--- config.mk ---
export PLATFORM = sky130hd
export DESIGN_NAME = oaht_ctrl
export DESIGN_NICKNAME = d
export VERILOG_FILES = /design/src/oaht_pkg.sv /design/src/oaht_ctrl.sv
export SDC_FILE = /design/constraint.sdc
export NUM_CORES = 1
export LEC_CHECK = 0
export BUFFER_PORTS_ARGS = -buffer_cell sky130_fd_sc_hd__buf_4
export CAP_MARGIN = 20
export CORE_AREA = 2 2 39 41
export DETAILED_ROUTE_END_ITERATION = 7
export DIE_AREA = 0 0 41 43
export HOLD_SLACK_MARGIN = 0.05
export SLEW_MARGIN = 20
export SYNTH_ARGS = -nofsm -noshare
export SYNTH_HDL_FRONTEND = slang
export SYNTH_SLANG_ARGS = --single-unit
export TNS_END_PERCENT = 1
--- constraint.sdc ---
create_clock -name clk -period 1.2 [get_ports clk]
set_clock_uncertainty 0.05 [all_clocks]
set_input_delay 0.18 -clock clk [delete_from_list [all_inputs] [get_ports clk]]
set_output_delay 0.18 -clock clk [all_outputs]
set_load 0.02 [all_outputs]
--- src/oaht_pkg.sv ---
// Shared types and constants for the open-address hash table unit.
// No dependencies.
package oaht_pkg;

	localparam int SLOTS_DEF = 256;
	localparam int CMD_W     = 2;
	localparam int KEY_W     = 32;
	localparam int HASH_W    = 32;
	localparam int VAL_W     = 64;
	localparam int LIMIT_W   = 8;
	localparam int PDATA_W   = 32;
	localparam int PADDR_W   = 2;

	// slot word: {tombstone, key, value}
	localparam int ENTRY_W   = 1 + KEY_W + VAL_W;
	localparam int VAL_LSB   = 0;
	localparam int KEY_LSB   = VAL_W;
	localparam int TOMB_BIT  = VAL_W + KEY_W;

	localparam logic [CMD_W-1:0] CMD_GET = 2'd0;
	localparam logic [CMD_W-1:0] CMD_SET = 2'd1;
	localparam logic [CMD_W-1:0] CMD_DEL = 2'd2;

	localparam logic [PADDR_W-1:0] REG_LOAD_LIMIT = 2'd0;
	localparam logic [LIMIT_W-1:0] LIMIT_RST      = 8'd192;

	typedef enum logic [2:0] {
		S_CLEAR,
		S_IDLE,
		S_HASH,
		S_PROBE,
		S_COMMIT
	} state_t;

	typedef struct packed {
		logic clr_wr;
		logic ld_item;
		logic hash_step;
		logic probe_start;
		logic probe_step;
		logic commit;
	} ctrl_cmd_t;

	typedef struct packed {
		logic clr_last;
		logic item_null;
		logic hash_done;
		logic probe_done;
		logic out_free;
	} dp_stat_t;

endpackage

--- src/oaht_ctrl.sv ---
// Sequencing state machine for the hash table: clear, hash, probe, commit.
// Depends on oaht_pkg.
module oaht_ctrl (
	input  logic               clk,
	input  logic               arst_n,
	input  logic               in_valid,
	output logic               in_stall,
	input  oaht_pkg::dp_stat_t stat,
	output oaht_pkg::ctrl_cmd_t cmd_o
);

	oaht_pkg::state_t state_q, state_d;

	always_ff @(posedge clk or negedge arst_n) begin
		if (!arst_n) begin
			state_q <= oaht_pkg::S_CLEAR;
		end else begin
			state_q <= state_d;
		end
	end

	always_comb begin
		state_d = state_q;
		unique case (state_q)
			oaht_pkg::S_CLEAR: begin
				if (stat.clr_last) state_d = oaht_pkg::S_IDLE;
			end
			oaht_pkg::S_IDLE: begin
				if (in_valid) state_d = oaht_pkg::S_HASH;
			end
			oaht_pkg::S_HASH: begin
				if (stat.item_null) state_d = oaht_pkg::S_COMMIT;
				else if (stat.hash_done) state_d = oaht_pkg::S_PROBE;
			end
			oaht_pkg::S_PROBE: begin
				if (stat.probe_done) state_d = oaht_pkg::S_COMMIT;
			end
			oaht_pkg::S_COMMIT: begin
				if (stat.out_free) state_d = oaht_pkg::S_IDLE;
			end
			default: state_d = oaht_pkg::S_CLEAR;
		endcase
	end

	always_comb begin
		cmd_o    = '0;
		in_stall = 1'b1;
		unique case (state_q)
			oaht_pkg::S_CLEAR: begin
				cmd_o.clr_wr = 1'b1;
			end
			oaht_pkg::S_IDLE: begin
				in_stall     = 1'b0;
				cmd_o.ld_item = in_valid;
			end
			oaht_pkg::S_HASH: begin
				cmd_o.hash_step   = !stat.item_null && !stat.hash_done;
				cmd_o.probe_start = !stat.item_null && stat.hash_done;
			end
			oaht_pkg::S_PROBE: begin
				cmd_o.probe_step = 1'b1;
			end
			oaht_pkg::S_COMMIT: begin
				cmd_o.commit = stat.out_free;
			end
			default: begin
				cmd_o = '0;
			end
		endcase
	end

endmodule

---- After elaboration in Yosys (flattened, before gate mapping) ----
Cells that the tools add are included.
Widths: inputs -> output; s select.
operators by class
  reduce and logical (&&, ||, !) cells .... 6
  mux-type cells .......................... 13
  eq/ne operators ......................... 9
operators by type and width
  cell                number
  $mux 3              6
  $pmux 3 s5          1
  $ne 2x2->1 const B  4
  $eq 3x2->1 const B  2
  $mux 1              5
  $reduce_and 5->1    1
  $eq 3x1->1 const B  1
  $eq 3x3->1 const B  1
  $logic_not 3->1     1
  $ne 3x3->1 const B  1
  $logic_and 1x1->1   2
  $logic_not 1->1     2
  $mux 2              1
word-level totals
  flip-flop bits (word level) ............. 3
  bits of input ports ..................... 8

---- Logic depth before layout (Yosys ltp) ----
  depth after elaboration ................. 3
  depth in mapped cells ................... 4
  depth with buffers taken out ............ 3

---- Least setup slack after synthesis ----
No wires, ideal clock.
  path type ............................... register to output
  start point ............................. reg state_q[2]
  end point ............................... out cmd_o[3] (netlist name)
  data arrival time ....................... 1.332 ns
  slack ................................... -0.362 ns
  cell stages (with the launch flop) ...... 4
  buffers on the path ..................... 1
  data required time ...................... 0.970 ns
  cell sequence ........................... dfrtp_1 -> buf_6 -> nand2b_1 -> nor4_1
RTL lines
  what                    RTL line         text
  start, declared         oaht_ctrl.sv:12  oaht_pkg::state_t state_q, state_d;
  start signal, assigned  oaht_ctrl.sv:16  state_q <= oaht_pkg::S_CLEAR;
  start signal, assigned  oaht_ctrl.sv:18  state_q <= state_d;
  end, declared           oaht_ctrl.sv:9   output oaht_pkg::ctrl_cmd_t cmd_o

==> results.toml <==
[layout]
final_cell_mix = "17 x buf_4, 5 x buf_6, 3 x clkbuf_4"
nNetsFinal = 62
drive_gt1_frac = 0.755
final_common_cell = "buf_4"
nFillCells = 144
finalInstanceArea_um2 = 539
top_register = "state_q"
largest_reg_flops = 3
syn_to_final_growth_pct = 113
top_regs = "state_q: 3 flops"
post-route-util = 0.390
n_antenna_cell = 0

[detailed_routing]
routed_wl_um = 747
via_per_inst = 4.38
dr.pass1.iters = 4
routedWlPerCell_um = 10.8
ant_nets = 0
num_vias = 302
drtIter0Drc = 6
route.detailed.drc = 0

[sta]
min_period_ns = 1.46
setup_viol_count_final = 8
finalCritPeriodShare = 1.22
relSlewSlack = 0.873
setup_slack_ns = -0.261
worst_pin_slew_ns = 0.185
hold_viol_final = 0
fmax_mhz = 684
maxSlewViolCount = 0
rsz0062_at_grt = "yes"

[hold_path]
min_from = "stat[0]"
hold_class = "input port to register"

[outcome]
status = "complete, but fails checks"
violations = "negative setup slack"

[synthesis]
synth_cell_type_count = 20
synth_edf_count = 0
syn_nets = 36
ys_ff_latch = 3
ys_async_sr_fraction = 1.00
synthesis.area_um2 = 253
yosys_warnings = 0
synth_seq_area_share = 0.297
synthCells = 28
ys.flop_type = "dfrtp_1"
synth_area_per_cell_um2 = 9.03

[power_and_ir_drop]
p_per_area_nw_per_um2 = 2420
cellLeakagePower_nw = 0.239
irDropWorstVdd_v = 0.00107
design_power_total_mw = 1.30

[placed_design]
io_buffers = 14
hpwl_um = 518
gp_congestion = 0.770
dpl-instance-area_um2 = 439

[die]
die_y_um = 43
dieArea_um2 = 1760
die_x_um = 41
num_rows = 14
ioPinCount = 15
core_area_um2 = 1380
start_util = 0.183

[critical_path]
cp-start-kind = "register"
endpoint_kind = "output pin"
path_class = "register to output pin"
arrival_ns = 1.23
cp_max_fo = 2
critPathRequiredTime_ns = 0.97
crit_start = "state_q[1]"
r2r-start = "state_q[1]"
cp_cell_sequence = "or3_4 > nor2_4 > buf_6"
slowest_stage = "or3_4"
critPathMaxStageDelay_ns = 0.41

[clock_tree]
cts.reportedPaths.clkPinSlew_ns = 0.04
cts.sinks = 3
clock-root-buffer = "clkbuf_4"
cts_buffer_depth = 2
h-tree-depth = 1
tritoncts = "yes"
cts_made_buffers = 3
clk_latency_ns = 0.23

[global_route]
grt_pass1_wl_mm = 1.05
antenna_found_initial = 0
grt_pass1_vias = 270
grt_usage = 0.0926
grt_overflow = 0
grt_max_degree = 7

[flow_run]
drv_cap = 0
==> stage by stage <==
| step | hold slack, ns | setup TNS, ns | setup slack, ns | instances |
|---|---|---|---|---|
| 2_1_floorplan | -0.166 | -0.137 | -0.0928 | 28 |
| 3_3_place_gp | -0.0784 | -0.165 | -0.0526 | 62 |
| 3_5_place_dp | -0.0778 | -0.214 | -0.0626 | 62 |
| 4_1_cts | 0.107 | -1.53 | -0.271 | 68 |
| 5_1_grt | 0.122 | -1.80 | -0.309 | 69 |
| 6_report | 0.117 | -1.38 | -0.261 | 69 |
==> critical path: cells and delay by family (launching register included) <==
kind                   cells  cell delay (ns)
buffers and inverters      1             0.11
and+or+nand+nor            2             0.50
DFF                        1             0.38
==> logic make-up after synthesis <==
logic type | Yosys count | share of synthesized area
simple gates | 14 | 0.361
compound gates | 4 | 0.0990
buf+inv | 4 | 0.119
mux | 3 | 0.124
flops | 3 | 0.297
==> area by class of cell <==
type,instances,area (µm²),area share
multi-input cells,21,215,0.399
repair buffers,23,194,0.360
flip-flops and latches,3,76.3,0.142
clock buffers,4,26.3,0.0487
well taps,16,20.0,0.0371
inverters,2,7.51,0.0139
==> layer usage <==
layer	GRT usage	part of all wire	vias up	wire length, µm
li1	-	-	148	-
met4	0.100	0.021	0	16
met1	0.110	0.39	142	294
met5	0	0	-	0
met3	0.0157	0.058	2	43
met2	0.125	0.53	10	393
==> cells in the mapped netlist (2+ instances only) <==
cell type | number | area share
buf_6 | 2 | 0.089
nand2_1 | 2 | 0.030
mux2i_1 | 2 | 0.079
nor2_1 | 4 | 0.059
dfrtp_1 | 3 | 0.30
==> worst paths after layout <==
kind	cells past startpoint	end	slack [ns]
hold / removal	2	state_q[2]	0.12
min in group asynchronous	2	state_q[1]	0.22
setup reg to reg	4	state_q[0]	-0.02
setup / recovery	3	cmd_o[4]	-0.26
hold reg to reg	2	state_q[1]	0.55
max in group asynchronous	2	state_q[2]	0.77
==> power by group <==
part	internal (mW)	leakage, nW	switching, mW
Clock	0.125	0.0150	0.0548
Combinational	0.485	0.188	0.451
Sequential	0.149	0.0364	0.0396
==> repair_timing <==
item                                    CTS  global route
pin swaps                                 3             1
endpoints found under the setup margin    8             9
hold buffers                              1             0
resized for setup                         3            10
setup buffers                             1             1
cloned                                    0             0
endpoints found under the hold margin     3             0
Note: power is estimated with default switching activity, not from simulation.
